==> config.mk <==
export PLATFORM = sky130hd
export DESIGN_NAME = led_blink_pattern_timer_top
export DESIGN_NICKNAME = d
export VERILOG_FILES = /design/src/hdl/lbpt_pkg.sv /design/src/hdl/lbpt_in_stage.sv /design/src/hdl/lbpt_state.sv /design/src/hdl/lbpt_out_stage.sv /design/src/hdl/led_blink_pattern_timer_top.sv
export SDC_FILE = /design/constraint.sdc
export NUM_CORES = 1
export LEC_CHECK = 0
export BUFFER_PORTS_ARGS = -buffer_cell sky130_fd_sc_hd__buf_2
export CORE_MARGIN = 2
export CORE_UTILIZATION = 35
export CTS_BUF_LIST = sky130_fd_sc_hd__clkbuf_16
export CTS_CLUSTER_SIZE = 28
export DETAILED_ROUTE_END_ITERATION = 12
export PLACE_DENSITY = 0.51
export SLEW_MARGIN = 20
export SYNTH_ARGS = -nofsm -noshare
export SYNTH_HDL_FRONTEND = slang
export SYNTH_SLANG_ARGS = --single-unit
==> constraint.sdc <==
create_clock -name clk -period 5.06 [get_ports clk]
set_input_delay 0.253 -clock clk [delete_from_list [all_inputs] [get_ports clk]]
set_output_delay 0.253 -clock clk [all_outputs]
set_load 0.1 [all_outputs]
==> src/hdl/lbpt_pkg.sv <==
// Shared types and constants for the LED blink pattern timer.
`timescale 1ns / 1ps
package lbpt_pkg;

  localparam int TIME_WIDTH = 32;
  localparam int FIELD_WIDTH = 32;
  localparam int CMP_WIDTH = (TIME_WIDTH > FIELD_WIDTH) ? TIME_WIDTH : FIELD_WIDTH;

  localparam logic [FIELD_WIDTH-1:0] FOREVER_DURATION = '1;
  localparam logic [FIELD_WIDTH-1:0] RESET_INTERVAL = FIELD_WIDTH'(250);

  localparam logic [1:0] OP_TICK  = 2'd0;
  localparam logic [1:0] OP_START = 2'd1;
  localparam logic [1:0] OP_STOP  = 2'd2;

  localparam logic [2:0] PAT_NONE        = 3'd0;
  localparam logic [2:0] PAT_SOLID_GREEN = 3'd1;
  localparam logic [2:0] PAT_SOLID_RED   = 3'd2;
  localparam logic [2:0] PAT_BOTH        = 3'd3;
  localparam logic [2:0] PAT_GREEN       = 3'd4;
  localparam logic [2:0] PAT_RED         = 3'd5;
  localparam logic [2:0] PAT_ALT         = 3'd6;

  typedef struct packed {
    logic [1:0]             op;
    logic [2:0]             pattern;
    logic [FIELD_WIDTH-1:0] run_length;
    logic [FIELD_WIDTH-1:0] blink_interval;
  } req_t;

  typedef struct packed {
    logic green_led;
    logic red_led;
    logic blinking;
  } leds_t;

endpackage

==> src/hdl/lbpt_in_stage.sv <==
// Input register stage holding one accepted request.
`timescale 1ns / 1ps
module lbpt_in_stage
  import lbpt_pkg::*;
(
  input  logic clk,
  input  logic rst,
  input  logic in_valid,
  output logic in_ready,
  input  req_t in_req,
  input  logic advance,
  output logic hold_valid,
  output req_t hold_req
);

  logic valid;
  req_t req;

  assign in_ready = !rst && (!valid || advance);
  assign hold_valid = valid;
  assign hold_req = req;

  always_ff @(posedge clk) begin
    if (rst) begin
      valid <= 1'b0;
    end else if (in_ready) begin
      valid <= in_valid;
    end
    if (in_ready && in_valid) begin
      req <= in_req;
    end
  end

endmodule

==> src/hdl/lbpt_state.sv <==
// Timer and LED state with the single-pass update for one request.
`timescale 1ns / 1ps
module lbpt_state
  import lbpt_pkg::*;
(
  input  logic  clk,
  input  logic  rst,
  input  logic  fire,
  input  req_t  req,
  output leds_t result
);

  logic [TIME_WIDTH-1:0]  now_ms, now_ms_next;
  logic                   run_active, run_active_next;
  logic [2:0]             current_pattern, current_pattern_next;
  logic [TIME_WIDTH-1:0]  end_time, end_time_next;
  logic [FIELD_WIDTH-1:0] toggle_interval, toggle_interval_next;
  logic [TIME_WIDTH-1:0]  last_toggle_time, last_toggle_time_next;
  logic                   phase, phase_next;
  logic                   green_level, green_level_next;
  logic                   red_level, red_level_next;
  logic [TIME_WIDTH-1:0]  tick_time;
  logic [TIME_WIDTH-1:0]  elapsed;
  logic                   expired;
  logic                   toggle_due;

  assign tick_time = now_ms + TIME_WIDTH'(1);
  assign elapsed = tick_time - last_toggle_time;
  assign expired = (end_time != '1) && (tick_time >= end_time);
  assign toggle_due = CMP_WIDTH'(elapsed) >= CMP_WIDTH'(toggle_interval);

  always_comb begin
    now_ms_next = now_ms;
    run_active_next = run_active;
    current_pattern_next = current_pattern;
    end_time_next = end_time;
    toggle_interval_next = toggle_interval;
    last_toggle_time_next = last_toggle_time;
    phase_next = phase;
    green_level_next = green_level;
    red_level_next = red_level;
    unique case (req.op)
      OP_TICK: begin
        now_ms_next = tick_time;
        if (run_active) begin
          if (expired) begin
            run_active_next = 1'b0;
            current_pattern_next = PAT_NONE;
            green_level_next = 1'b0;
            red_level_next = 1'b0;
          end else if (current_pattern == PAT_SOLID_GREEN) begin
            green_level_next = 1'b1;
            red_level_next = 1'b0;
          end else if (current_pattern == PAT_SOLID_RED) begin
            green_level_next = 1'b0;
            red_level_next = 1'b1;
          end else if (toggle_due) begin
            last_toggle_time_next = tick_time;
            phase_next = !phase;
            case (current_pattern)
              PAT_BOTH: begin
                green_level_next = !phase;
                red_level_next = !phase;
              end
              PAT_GREEN: begin
                green_level_next = !phase;
                red_level_next = 1'b0;
              end
              PAT_RED: begin
                green_level_next = 1'b0;
                red_level_next = !phase;
              end
              PAT_ALT: begin
                green_level_next = !phase;
                red_level_next = phase;
              end
              default: begin
              end
            endcase
          end
        end
      end
      OP_START: begin
        current_pattern_next = req.pattern;
        run_active_next = 1'b1;
        end_time_next = (req.run_length == FOREVER_DURATION) ? '1
                        : now_ms + TIME_WIDTH'(req.run_length);
        toggle_interval_next = req.blink_interval;
        last_toggle_time_next = '0;
        phase_next = 1'b0;
      end
      OP_STOP: begin
        run_active_next = 1'b0;
        current_pattern_next = PAT_NONE;
      end
      default: begin
      end
    endcase
  end

  assign result = '{green_led: green_level_next, red_led: red_level_next,
                    blinking: run_active_next};

  always_ff @(posedge clk) begin
    if (rst) begin
      now_ms <= '0;
      run_active <= 1'b0;
      current_pattern <= PAT_NONE;
      end_time <= '0;
      toggle_interval <= RESET_INTERVAL;
      last_toggle_time <= '0;
      phase <= 1'b0;
      green_level <= 1'b0;
      red_level <= 1'b0;
    end else if (fire) begin
      now_ms <= now_ms_next;
      run_active <= run_active_next;
      current_pattern <= current_pattern_next;
      end_time <= end_time_next;
      toggle_interval <= toggle_interval_next;
      last_toggle_time <= last_toggle_time_next;
      phase <= phase_next;
      green_level <= green_level_next;
      red_level <= red_level_next;
    end
  end

  a_stop_clears_run: assert property (@(posedge clk) disable iff (rst)
    fire && req.op == OP_STOP |=> !run_active && current_pattern == PAT_NONE)
    else $error("stop request left the run active");

  a_start_arms_run: assert property (@(posedge clk) disable iff (rst)
    fire && req.op == OP_START |=> run_active && !phase && last_toggle_time == '0)
    else $error("start request did not arm the run");

  a_idle_tick_holds_leds: assert property (@(posedge clk) disable iff (rst)
    fire && req.op == OP_TICK && !run_active |=> $stable(green_level) && $stable(red_level))
    else $error("LED levels changed while no run was active");

  a_time_only_on_tick: assert property (@(posedge clk) disable iff (rst)
    !(fire && req.op == OP_TICK) |=> $stable(now_ms))
    else $error("time advanced without a tick request");

endmodule

==> src/hdl/lbpt_out_stage.sv <==
// Result register stage holding one finished result until taken.
`timescale 1ns / 1ps
module lbpt_out_stage
  import lbpt_pkg::*;
(
  input  logic  clk,
  input  logic  rst,
  input  logic  load,
  input  leds_t res_in,
  output logic  free,
  output logic  out_valid,
  input  logic  out_ready,
  output leds_t res
);

  logic  valid;
  leds_t data;

  assign free = !valid || out_ready;
  assign out_valid = valid;
  assign res = data;

  always_ff @(posedge clk) begin
    if (rst) begin
      valid <= 1'b0;
    end else if (free) begin
      valid <= load;
    end
    if (load) begin
      data <= res_in;
    end
  end

endmodule

==> src/hdl/led_blink_pattern_timer_top.sv <==
// Top level of the LED blink pattern timer.
// One request a cycle is sustained: a request sits in the input register, the state update
// and LED levels are computed in one pass and land in the result register, so a result is
// offered once its request has passed the input and result registers; a result held by the receiver
// stalls the input register. Tick requests advance a 32-bit millisecond counter; start
// loads a pattern, run length (all ones runs forever) and toggle interval; stop ends the
// run. Each request returns the LED levels and run status after it.
`timescale 1ns / 1ps
module led_blink_pattern_timer_top
  import lbpt_pkg::*;
(
  input  logic                   clk,
  input  logic                   rst,
  input  logic                   in_valid,
  output logic                   in_ready,
  input  logic [1:0]             op,
  input  logic [2:0]             pattern,
  input  logic [FIELD_WIDTH-1:0] run_length,
  input  logic [FIELD_WIDTH-1:0] blink_interval,
  output logic                   out_valid,
  input  logic                   out_ready,
  output logic                   green_led,
  output logic                   red_led,
  output logic                   blinking
);

  req_t  in_req;
  req_t  hold_req;
  logic  hold_valid;
  logic  out_free;
  logic  advance;
  leds_t next_res;
  leds_t res;

  assign in_req = '{op: op, pattern: pattern, run_length: run_length,
                    blink_interval: blink_interval};
  assign advance = hold_valid && out_free;

  lbpt_in_stage u_in_stage (
    .clk        (clk),
    .rst        (rst),
    .in_valid   (in_valid),
    .in_ready   (in_ready),
    .in_req     (in_req),
    .advance    (advance),
    .hold_valid (hold_valid),
    .hold_req   (hold_req)
  );

  lbpt_state u_state (
    .clk    (clk),
    .rst    (rst),
    .fire   (advance),
    .req    (hold_req),
    .result (next_res)
  );

  lbpt_out_stage u_out_stage (
    .clk       (clk),
    .rst       (rst),
    .load      (advance),
    .res_in    (next_res),
    .free      (out_free),
    .out_valid (out_valid),
    .out_ready (out_ready),
    .res       (res)
  );

  assign green_led = res.green_led;
  assign red_led = res.red_led;
  assign blinking = res.blinking;

endmodule
After elaboration in Yosys (flattened, before gate mapping)
Index checks and enable logic that the tools add are counted.
{"block": "word_totals", "regBits": 209, "latch_bits": 0, "ram_bits": 0, "romBits": 0, "output_inout_bits": 5, "elab_cells": 91, "mem_count": 0}
{"block": "classes", "addsub": 3, "mul": 0, "div": 0, "magnitude_cmp": 2, "n_eq_ne": 16, "n_shift": 0, "muxes": 33, "n_bitwise": 0, "n_reduce_logical": 19}
{"cell": "$mux 32", "n": 6}
{"cell": "$ge 32x32->1", "n": 2}
{"cell": "$pmux 32 s2", "n": 1}
{"cell": "$add 32x1->32 const B", "n": 1}
{"cell": "$add 32x32->32", "n": 1}
{"cell": "$eq 32x32->1 const B", "n": 1}
{"cell": "$ne 32x32->1 const B", "n": 1}
{"cell": "$sub 32x32->32", "n": 1}
{"cell": "$mux 1", "n": 19}
{"cell": "$eq 3x3->1 const B", "n": 3}
{"cell": "$pmux 3 s3", "n": 1}
{"cell": "$reduce_and 7->1", "n": 1}
{"cell": "$eq 3x2->1 const B", "n": 2}
{"cell": "$mux 3", "n": 2}
{"cell": "$ne 2x1->1 const B", "n": 3}
{"cell": "$ne 2x2->1 const B", "n": 3}
{"cell": "$pmux 1 s3", "n": 2}
{"cell": "$logic_and 1x1->1", "n": 4}
{"cell": "$logic_not 1->1", "n": 4}
{"cell": "$pmux 1 s2", "n": 2}
{"cell": "$reduce_and 2->1", "n": 2}
{"cell": "$reduce_and 4->1", "n": 1}
{"cell": "$eq 3x1->1 const B", "n": 1}
{"cell": "$reduce_bool 3->1", "n": 1}
{"cell": "other kinds (7)", "n": 8}

Logic depth before layout (Yosys ltp)
Gate-level depths: netlist (run 1).
{"block": "depth", "ltp_word": 9, "ltp_mapped": 28, "ltp_nobuf": 28}

By module
From an unflattened synthesis (run 1), not the netlist that was laid out.
{"block": "unflattened", "hier_cells": 1390, "hier_area_um2": 12648.4}
{"module": "lbpt_state", "instances": 1, "cells_per_inst": 1308, "area_each_um2": 10373.7}
{"module": "lbpt_in_stage", "instances": 1, "cells_per_inst": 74, "area_each_um2": 2132.0}
{"module": "lbpt_out_stage", "instances": 1, "cells_per_inst": 7, "area_each_um2": 136.4}
{"module": "led_blink_pattern_timer_top", "instances": 1, "cells_per_inst": 1, "area_each_um2": 6.3}

Worst setup path before layout (run 1)
No wires, ideal clock.
{"block": "synth_timing", "kind": "register -> register", "start": "register u_state.now_ms[0]", "end": "register u_state.last_toggle_time[21]", "setup_time_ns": 0.117, "arrival_ns": 5.369, "required_ns": 4.943, "setup_slack_ns": -0.426, "path_stages_with_launch": 27, "period_less_slack_ns": 5.486, "cell_sequence": "dfxtp_1 ha_1 nand3_2 nor2_2 nand3_2 or3_4 nor2_4 xor2_1 ha_1 and3_1 a221o_1 nor3_1 a21oi_1 a31oi_1 nand2b_1 a21oi_1 xor2_1 ha_1 nand4_1 nor3_2 a221oi_1 a21oi_1 a31oi_2 or3_4 o2bb2ai_2 buf_6 a22o_1"}
{"element": "start: declaration", "line": "lbpt_state.sv:13", "rtl": "logic [TIME_WIDTH-1:0] now_ms, now_ms_next;"}
{"element": "start signal: assignment", "line": "lbpt_state.sv:116", "rtl": "now_ms <= now_ms_next;"}
{"element": "$add 32x1->32 (*)", "line": "lbpt_state.sv:27", "rtl": "assign tick_time = now_ms + TIME_WIDTH'(1);"}
{"element": "via u_state.tick_time[22]", "line": "lbpt_state.sv:22", "rtl": "logic [TIME_WIDTH-1:0] tick_time;"}
{"element": "$sub 32x32->32 or $ge 32x32->1 (tied branches)", "line": "lbpt_state.sv:28, lbpt_state.sv:29"}
{"element": "$ge 32x32->1 or $logic_and 1x1->1 (tied branches)", "line": "lbpt_state.sv:30, lbpt_state.sv:29"}
{"element": "$ne 2x1->1 (no source line) or $ne 2x2->1 (tied branches)"}
{"element": "$reduce_and 7->1 (no source line) (*)"}
{"element": "end signal: assignment", "line": "lbpt_state.sv:121", "rtl": "last_toggle_time <= last_toggle_time_next;"}
{"element": "end: declaration", "line": "lbpt_state.sv:18", "rtl": "logic [TIME_WIDTH-1:0] last_toggle_time, last_toggle_time_next;"}
Mark *: on every way through the listed nets, which the timed path passes. The rest lies on a longest branch. The select of a mux whose other input is x is not followed.
A chain may end at the register's enable or synchronous reset.

Worst setup path after layout (run 1)
{"block": "layout_timing", "start": "register u_state.now_ms[1]", "end": "register u_state.last_toggle_time[17]"}
Same word-level chain as after synthesis.

==> results.cfg, run 1 <==
[clock_network]
clock_latency_ns = 0.54
cts_tree = built
h-tree-depth = 1
clk_pin_slew_ns = 0.06
cts_buffers = 26
clockBufferDepth = 3
clock-sinks = 209
cts-root-buf = clkbuf_16

[critical_path]
slowest_stage = or3_4
cp_top_family = simple AND/OR/NAND/NOR gates
cp_num_buf_inv = 8
cpMostUsedCell = buf_4
slowest_delay_ns = 0.39
startpoint_type = flip-flop
arrival_ns = 5.87
crit_fanout = 16
r2r_slack_ns = -0.38
critPathCaptureType = flip-flop
r2r_cells = 29
path_depth = 29
r2r_end = u_state.last_toggle_time[17]$_SDFFE_PP0P_
crit_type = reg -> reg
reg2reg_from = u_state.now_ms[1]$_SDFFE_PP0P_
crit_end = u_state.last_toggle_time[17]$_SDFFE_PP0P_
startpoint = u_state.now_ms[1]$_SDFFE_PP0P_
worstPathRequired_ns = 5.48

[yosys]
synthAdderAreaFrac_pct = 13.0
avgSynthCellArea_um2 = 9.11
syn_area_um2 = 12600
yosysUniqueCellTypes = 75
synth_ff_type = dfxtp_1
yosys_register_bits = 209
ys_warn_count = 0
synth-xor-area-share_pct = 7.18
synthCells = 1380
synth_compound_area_share_pct = 20.2
async_reset_ff_share_pct = 0
ys_seq_area_share_pct = 39.0
synth_edf_count = 72
synth_nets = 1582
yosys.area_share.simple_pct = 15.1
muxShareOfSynthArea_pct = 0.169
synth_top_family_by_area = compound AO/OA/AOI/OAI gates

[placed_design]
pre_cts_slack_ns = -0.478
place_congestion = 0.867
port_buffers = 77
hpwl_um = 24100

[routing]
routed_wl_um = 33100
drc_errors = 0
vias = 10700
vias_per_cell = 4.92
drt_first_pass_iters = 5
antenna_left = 0
wl_per_cell_um = 15.2
drt-initial-drc-count = 461

[power_and_ir_drop]
p_switching_uw = 920
swShare_pct = 23.9
pwr-share-comb_pct = 9.0
p_leak_nw = 7.14
p_per_area_nw_per_um2 = 229
vdd_drop_max_mv = 0.219
clkPwrFrac_pct = 44.0
internal_power_mw = 2.92
power_frac_seq_pct = 47.0
power_mw = 3.84

[floorplanning]
io_pins = 78
die_w_um = 194
die_area_um2 = 37400
coreArea_um2 = 35500
die_h_um = 194
row_count = 69
initial_core_util_pct = 35.4

[global_routing]
grt_pass1_vias = 10700
grt_overflow = 0
antenna_found_initial = 0
grt_pass1_wl_um = 53500
track_usage_pct = 17.2
grt_max_degree = 70

[worst_hold_path]
whs_path_depth = 4
hold_path.class = in -> reg

[sta]
setup_viol = 37
tightestPinTransition_ns = 0.980
rsz0062_at_grt = yes
finalCriticalPeriod_ns = 5.44
setup_ws_ns = -0.385
fin_skew_ns = 0.0151
maxSlewViolCount = 0
fmax_mhz = 184
timing.slew.headroom_pct = 34.7
hold_viol_final = 0
fin_crit_sh_pct = 108

[job]
maxCapViolCount = 0

[outcome]
status = finished with violations
violations = negative setup slack

[final_layout]
finish.utilization_pct = 47.3
n_fill_cell = 3425
syn_to_final_growth_pct = 33.4
drive_gt1_share_pct = 23.1
final_common_cell = buf_4
mostFrequentLayoutCells = 183 x buf_4, 145 x nand2_1, 137 x inv_1
fin_nets = 1903
diodes = 0
what timing repair did:
item                                    CTS  global route
endpoints found under the setup margin   37            37
hold endpoints to repair                 70             0
hold buffers                             70             0
setup buffers                             7             5
cloned                                    0             2
resized for setup                        28            40
pin swaps                                17            15
stage by stage:
step / instance area [um2] / instances / hold WS (ns) / setup TNS (ns)
floorplan: 12700 / 1380 / 0.352 / -0.0566
global placement: 14800 / 2050 / 0.429 / -10.73
detailed placement: 14800 / 2050 / 0.431 / -15.62
CTS: 16500 / 2175 / 0.0122 / -13.48
global route: 16800 / 2182 / 0.0609 / -22.54
finish: 16800 / 2182 / 0.0299 / -13.00
synthesized netlist by cell type (all sizes together) (5+ instances only):
master / count / area (um2)
o31ai: 5 / 42.5
xor2: 51 / 447
a221oi: 29 / 284
nor4: 6 / 43.8
a21o: 25 / 188
nor3: 28 / 161
or3: 17 / 116
a211o: 5 / 43.8
buf: 9 / 81.3
nand3: 31 / 165
and3: 10 / 62.6
o21ai: 70 / 350
clkbuf: 34 / 129
o221a: 6 / 67.6
nand4: 30 / 194
and2: 8 / 50.1
dfxtp: 137 / 2740
a211oi: 10 / 80.1
nand2b: 13 / 81.3
nand2: 150 / 563
nor2: 75 / 292
xnor2: 52 / 455
nor2b: 14 / 87.6
ha: 127 / 1590
o21a: 12 / 90.1
inv: 124 / 465
a31oi: 7 / 50.1
o21bai: 5 / 37.5
a21oi: 135 / 676
edfxtp: 72 / 2160
a22o: 34 / 298
o211ai: 12 / 90.1
cell families (layout without fill, tap and decap cells):
logic type	after synthesis	after routing
XOR/XNOR	103	103
buffers and inverters	167	508
AND/OR/NAND/NOR	391	391
multiplexers	2	2
AO/OA/AOI/OAI	379	379
adder cells (fa/ha/maj)	129	129
flip-flops	209	209
how the worst min path moves through the flow:
stage / slack (ns) / from / end
5_1_grt: 0.06 / out_ready / u_out_stage.out_valid$_SDFFE_PP0N_
4_1_cts: 0.01 / out_ready / u_out_stage.out_valid$_SDFFE_PP0N_
6_report: 0.03 / out_ready / u_out_stage.out_valid$_SDFFE_PP0N_
3_5_place_dp: 0.43 / run_length[21] / u_in_stage.hold_req[53]$_DFFE_PP_
2_1_floorplan: 0.35 / blink_interval[0] / u_in_stage.hold_req[0]$_DFFE_PP_
3_3_place_gp: 0.43 / run_length[19] / u_in_stage.hold_req[51]$_DFFE_PP_
power by group through the flow:
| stage | Sequential, mW | Clock (mW) | Combinational [mW] |
|---|---|---|---|
| CTS | 1.81 | 1.75 | 0.337 |
| detailed placement | 1.84 | 0 | 0.285 |
| global placement | 1.84 | 0 | 0.283 |
| global route | 1.81 | 1.80 | 0.381 |
| finish | 1.81 | 1.69 | 0.344 |
| floorplan | 1.84 | 0 | 0.168 |
sequential cells by signal, indices dropped and copies added (netlist names):
name	count
u_out_stage.out_valid	1
u_state.red_level	1
u_in_stage.hold_req	69
u_in_stage.hold_valid	1
u_state.green_level	1
u_state.last_toggle_time	32
u_state.run_active	1
u_out_stage.res	3
u_state.end_time	32
u_state.now_ms	32
u_state.phase	1
u_state.toggle_interval	32
u_state.current_pattern	3
routing by layer:
| metal | GRT usage (%) | wire length [um] | up-vias |
|---|---|---|---|
| met5 | 0 | 0 | - |
| met4 | 4.55 | 863 | 0 |
| met3 | 1.99 | 948 | 43 |
| met2 | 27.7 | 14400 | 146 |
| met1 | 24.4 | 16900 | 4897 |
| li1 | - | - | 5648 |
tightest hold or removal path: stages:
cell     delay [ns]
buf_2          0.07
nor2b_1        0.06
nor2_1         0.09
nor2_1         0.05
area by class of cell:
class                   instances  area [um2]  area share (%)
clock buffers                  28         701            4.18
clock inverters                20        80.1           0.478
inverters                     124         465            2.78
multi-input cells            1004        7440            44.4
flip-flops and latches        209        4920            29.3
well taps                     461         577            3.44
repair buffers                336        2590            15.4
Note: power is estimated with default switching activity, not from simulation.
==> run 2, diff against run 1 <==
Settings changed: CORE_UTILIZATION 35 to 40, PLACE_DENSITY 0.51 to 0.57.
==> results.cfg, run 2 (synthesis results as in run 1) <==
[outcome]
status = finished with violations
violations = negative setup slack

[sta]
timing.slew.headroom_pct = 35.2
tightestPinTransition_ns = 0.971
totalNegativeSetupSlack_ns = -13.39
rsz0062_at_grt = yes
finalCriticalPeriod_ns = 5.44
fin_crit_sh_pct = 108
setup_ws_ns = -0.383
fin_skew_ns = 0.0215
setup_viol = 37
hold_viol_final = 0
maxSlewViolCount = 0
fmax_mhz = 184

[critical_path]
slowest_stage = or3_4
crit_fanout = 32
worstPathRequired_ns = 5.48
critPathCaptureType = flip-flop
slowest_delay_ns = 0.39
cp_num_buf_inv = 3
cp_top_family = simple AND/OR/NAND/NOR gates
crit_type = reg -> reg
startpoint_type = flip-flop
arrival_ns = 5.86

[routing]
drt-initial-drc-count = 529
drc_errors = 0
wl_per_cell_um = 15.1
routed_wl_um = 31800
antenna_left = 0
drt_first_pass_iters = 4
vias = 10700
vias_per_cell = 5.09

[floorplanning]
row_count = 64
coreArea_um2 = 30700
die_area_um2 = 32900
io_pins = 78
die_w_um = 181
die_h_um = 181
initial_core_util_pct = 40.9

[clock_network]
cts_tree = built
clock-sinks = 209
clockBufferDepth = 3
cts_buffers = 26
cts-root-buf = clkbuf_16
clk_pin_slew_ns = 0.06
h-tree-depth = 1
clock_latency_ns = 0.54

[placed_design]
pre_cts_slack_ns = -0.524
place_congestion = 0.897
placed_cell_area_um2 = 14600
port_buffers = 77
hpwl_um = 23300

[power_and_ir_drop]
vdd_drop_max_mv = 0.221
p_per_area_nw_per_um2 = 240
p_leak_nw = 7.08

[final_layout]
design_area_um2 = 16600
syn_to_final_growth_pct = 32.3
mostFrequentLayoutCells = 174 x buf_4, 147 x nand2_1, 135 x dfxtp_1
final_common_cell = buf_4
drive_gt1_share_pct = 22.5
diodes = 0
fin_nets = 1892
largest_reg_flops = 69
n_fill_cell = 2808

[global_routing]
grt_overflow = 0
grt_pass1_wl_um = 52300
grt_max_degree = 70
antenna_found_initial = 0
grt_pass1_vias = 10600
track_usage_pct = 19.3

[worst_hold_path]
hold_path.class = in -> reg

[job]
maxCapViolCount = 0
-- run 2: final cells by class --
class                      count  area [um2]  share of cell area [%]
tap                          396         495                    2.98
inverter                     124         465                    2.80
timing repair buffer         325        2470                    14.8
clock inverter                22         218                    1.31
clock buffer                  26         651                    3.91
sequential                   209        4910                    29.5
multi-input combinational   1004        7420                    44.6
-- run 2: worst paths after layout --
check / endpoint / from / cells past startpoint / slack [ns]
max: u_state.last_toggle_time[23]$_SDFFE_PP0P_ / u_state.now_ms[1]$_SDFFE_PP0P_ / 28 / -0.38
min: u_out_stage.out_valid$_SDFFE_PP0N_ / out_ready / 4 / 0.01
max reg2reg: u_state.last_toggle_time[23]$_SDFFE_PP0P_ / u_state.now_ms[1]$_SDFFE_PP0P_ / 28 / -0.38
min reg2reg: u_state.toggle_interval[15]$_SDFFE_PP0P_ / u_state.toggle_interval[15]$_SDFFE_PP0P_ / 2 / 0.46
-- run 2: per-stage QoR --
step	utilization, %	std cells	power [mW]	hold slack, ns
2_1_floorplan	-	1380	2.01	0.352
3_3_place_gp	47.6	1975	2.11	0.429
3_5_place_dp	47.6	1975	2.12	0.431
4_1_cts	53.2	2097	4.03	0.00727
5_1_grt	54.1	2106	4.14	0.0219
6_report	54.1	2106	3.99	0.0141
-- run 2: routing by layer --
layer,vias up,wire (um),GRT usage [%]
met4,0,675,4.52
met1,4901,16100,27.2
met2,157,14100,31.7
met5,-,0,0
met3,47,912,2.20
li1,5612,-,-
-- run 2: tightest hold or removal path: cells and delay by family --
family,cells,cell delay (ns)
AND/OR/NAND/NOR,3,0.18
buffers and inverters,1,0.07
-- run 2: what timing repair did --
action | in CTS | in global routing
gates resized for setup | 17 | 41
buffers inserted | 4 | 9
endpoints found under the setup margin | 37 | 37
gates cloned | 0 | 0
hold buffers | 70 | 0
endpoints found under the hold margin | 70 | 0
pin swaps | 14 | 25
-- run 2: power breakdown --
part | internal (mW) | leakage (nW) | switching (mW)
logic | 0.147 | 4.85 | 0.179
registers | 1.78 | 1.78 | 0.0239
clock network | 1.14 | 0.446 | 0.721
total | 3.07 | 7.08 | 0.924
==> run 3, diff against run 2 <==
Settings changed: CORE_UTILIZATION 40 to 25, PLACE_DENSITY 0.57 to 0.39, SETUP_SLACK_MARGIN from default to 0.1.
==> results.cfg, run 3 (synthesis results as in run 1) <==
[outcome]
status = finished with violations
violations = negative setup slack

[critical_path]
cpMostUsedCell = a21oi_2
cp_top_family = compound AO/OA/AOI/OAI gates
crit_fanout = 8
critPathCaptureType = flip-flop
worstPathRequired_ns = 5.37
cp_num_buf_inv = 2
arrival_ns = 5.77
slowest_stage = or3_4
crit_type = reg -> reg
slowest_delay_ns = 0.45
startpoint_type = flip-flop

[sta]
fin_crit_sh_pct = 108
setup_ws_ns = -0.399
whs_ns = 0.396
fin_skew_ns = 0.0201
setup_viol = 37
finalCriticalPeriod_ns = 5.46
rsz0062_at_grt = yes
tightestPinTransition_ns = 1.01
hold_viol_final = 0
maxSlewViolCount = 0
fmax_mhz = 183
timing.slew.headroom_pct = 32.9

[clock_network]
cts_buffers = 27
clock_latency_ns = 0.56
clockBufferDepth = 3
clk_pin_slew_ns = 0.06
clock-sinks = 209
h-tree-depth = 1
cts-root-buf = clkbuf_16
cts_tree = built

[final_layout]
largest_reg_flops = 69
final_common_cell = buf_4
drive_gt1_share_pct = 23.6
syn_to_final_growth_pct = 36.4
n_fill_cell = 5212
fin_nets = 1914
mostFrequentLayoutCells = 187 x buf_4, 147 x nand2_1, 133 x dfxtp_1
diodes = 0

[worst_hold_path]
hold_path.class = in -> reg

[power_and_ir_drop]
clkPwrFrac_pct = 46.5
vdd_drop_max_mv = 0.204
p_switching_uw = 976
swShare_pct = 24.2
internal_power_mw = 3.06
p_per_area_nw_per_um2 = 236
power_frac_seq_pct = 44.8
p_leak_nw = 7.20
pwr-share-comb_pct = 8.8
power_mw = 4.04

[routing]
antenna_left = 0
routed_wl_um = 35600
vias = 10700
drt-initial-drc-count = 454
drc_errors = 0
wl_per_cell_um = 14.8
drt_first_pass_iters = 5
vias_per_cell = 4.43

[global_routing]
grt_pass1_wl_um = 57900
grt_overflow = 0
antenna_found_initial = 0
track_usage_pct = 13.7
grt_max_degree = 70
grt_pass1_vias = 10900

[job]
maxCapViolCount = 0

[placed_design]
place_congestion = 0.812
port_buffers = 77
hpwl_um = 26700

[floorplanning]
io_pins = 78
coreArea_um2 = 49900
die_w_um = 228
row_count = 82
initial_core_util_pct = 25.2
die_h_um = 228
die_area_um2 = 52100
[run 3: cell types whose count changed in the layout (fill, tap and decap cells not counted), moves of 3 or more]
cell	before	now
a21oi_1	127	124
a21oi_2	7	11
buf_4	174	187
buf_6	2	6
clkbuf_16	26	29
ha_4	6	3
[run 3: routing by layer]
| layer | wire [um] | vias up | track usage (%) |
|---|---|---|---|
| met1 | 18000 | 4851 | 19.0 |
| met2 | 15900 | 127 | 22.5 |
| met5 | 0 | - | 0 |
| met4 | 756 | 0 | 3.64 |
| met3 | 1040 | 45 | 1.63 |
| li1 | - | 5633 | - |
[run 3: worst register-to-register path, delay by kind of cell (launching register included)]
| kind | cells | cell delay, ns |
|---|---|---|
| simple gates | 11 | 1.65 |
| xor+xnor | 2 | 0.36 |
| flops | 1 | 0.36 |
| compound gates | 10 | 1.85 |
| fa+ha+maj | 3 | 0.72 |
| buf+inv | 2 | 0.31 |
[run 3: what timing repair did]
item / 4_1_cts / 5_1_grt
gates resized for setup: 47 / 17
gates cloned: 1 / 2
setup buffers: 12 / 3
setup endpoints to repair: 37 / 37
pin swaps: 27 / 45
hold buffers: 72 / 0
endpoints found under the hold margin: 71 / 0
[run 3: area by class of cell]
| cell class | instances | area, um2 | share of cell area, % |
|---|---|---|---|
| multi-input cells | 1004 | 7380 | 43.0 |
| flip-flops and latches | 209 | 4910 | 28.7 |
| repair buffers | 346 | 2680 | 15.6 |
| well taps | 672 | 841 | 4.90 |
| clock buffers | 27 | 676 | 3.94 |
| inverters | 124 | 465 | 2.71 |
| clock inverters | 22 | 186 | 1.09 |
[run 3: power groups by stage]
stage	clock network, mW	registers, mW	logic (mW)
after floorplan	0	1.84	0.168
after global placement	0	1.84	0.282
after detailed placement	0	1.84	0.284
after CTS	1.95	1.81	0.356
after global routing	2.01	1.81	0.393
final	1.88	1.81	0.355
[run 3: through the flow]
| stage | instance area, um2 | TNS [ns] | setup WS, ns | utilization (%) | std cells |
|---|---|---|---|---|---|
| detailed placement | 15100 | -23.35 | -0.696 | 30.2 | 2265 |
| CTS | 17000 | -14.54 | -0.426 | 34.1 | 2399 |
| floorplan | 12700 | -0.0566 | -0.0566 | - | 1380 |
| global route | 17100 | -23.79 | -0.717 | 34.4 | 2404 |
| finish | 17100 | -13.14 | -0.399 | 34.4 | 2404 |
| global placement | 15100 | -20.68 | -0.588 | 30.2 | 2265 |
[run 3: path summary, 6_finish.rpt]
kind / cells past startpoint / startpoint / slack (ns) / end
min reg2reg: 2 / u_state.toggle_interval[28]$_SDFFE_PP0P_ / 0.46 / u_state.toggle_interval[28]$_SDFFE_PP0P_
max: 28 / u_state.now_ms[1]$_SDFFE_PP0P_ / -0.40 / u_out_stage.res[1]$_DFFE_PP_
min: 2 / run_length[20] / 0.40 / u_in_stage.hold_req[52]$_DFFE_PP_
max reg2reg: 28 / u_state.now_ms[1]$_SDFFE_PP0P_ / -0.40 / u_out_stage.res[1]$_DFFE_PP_
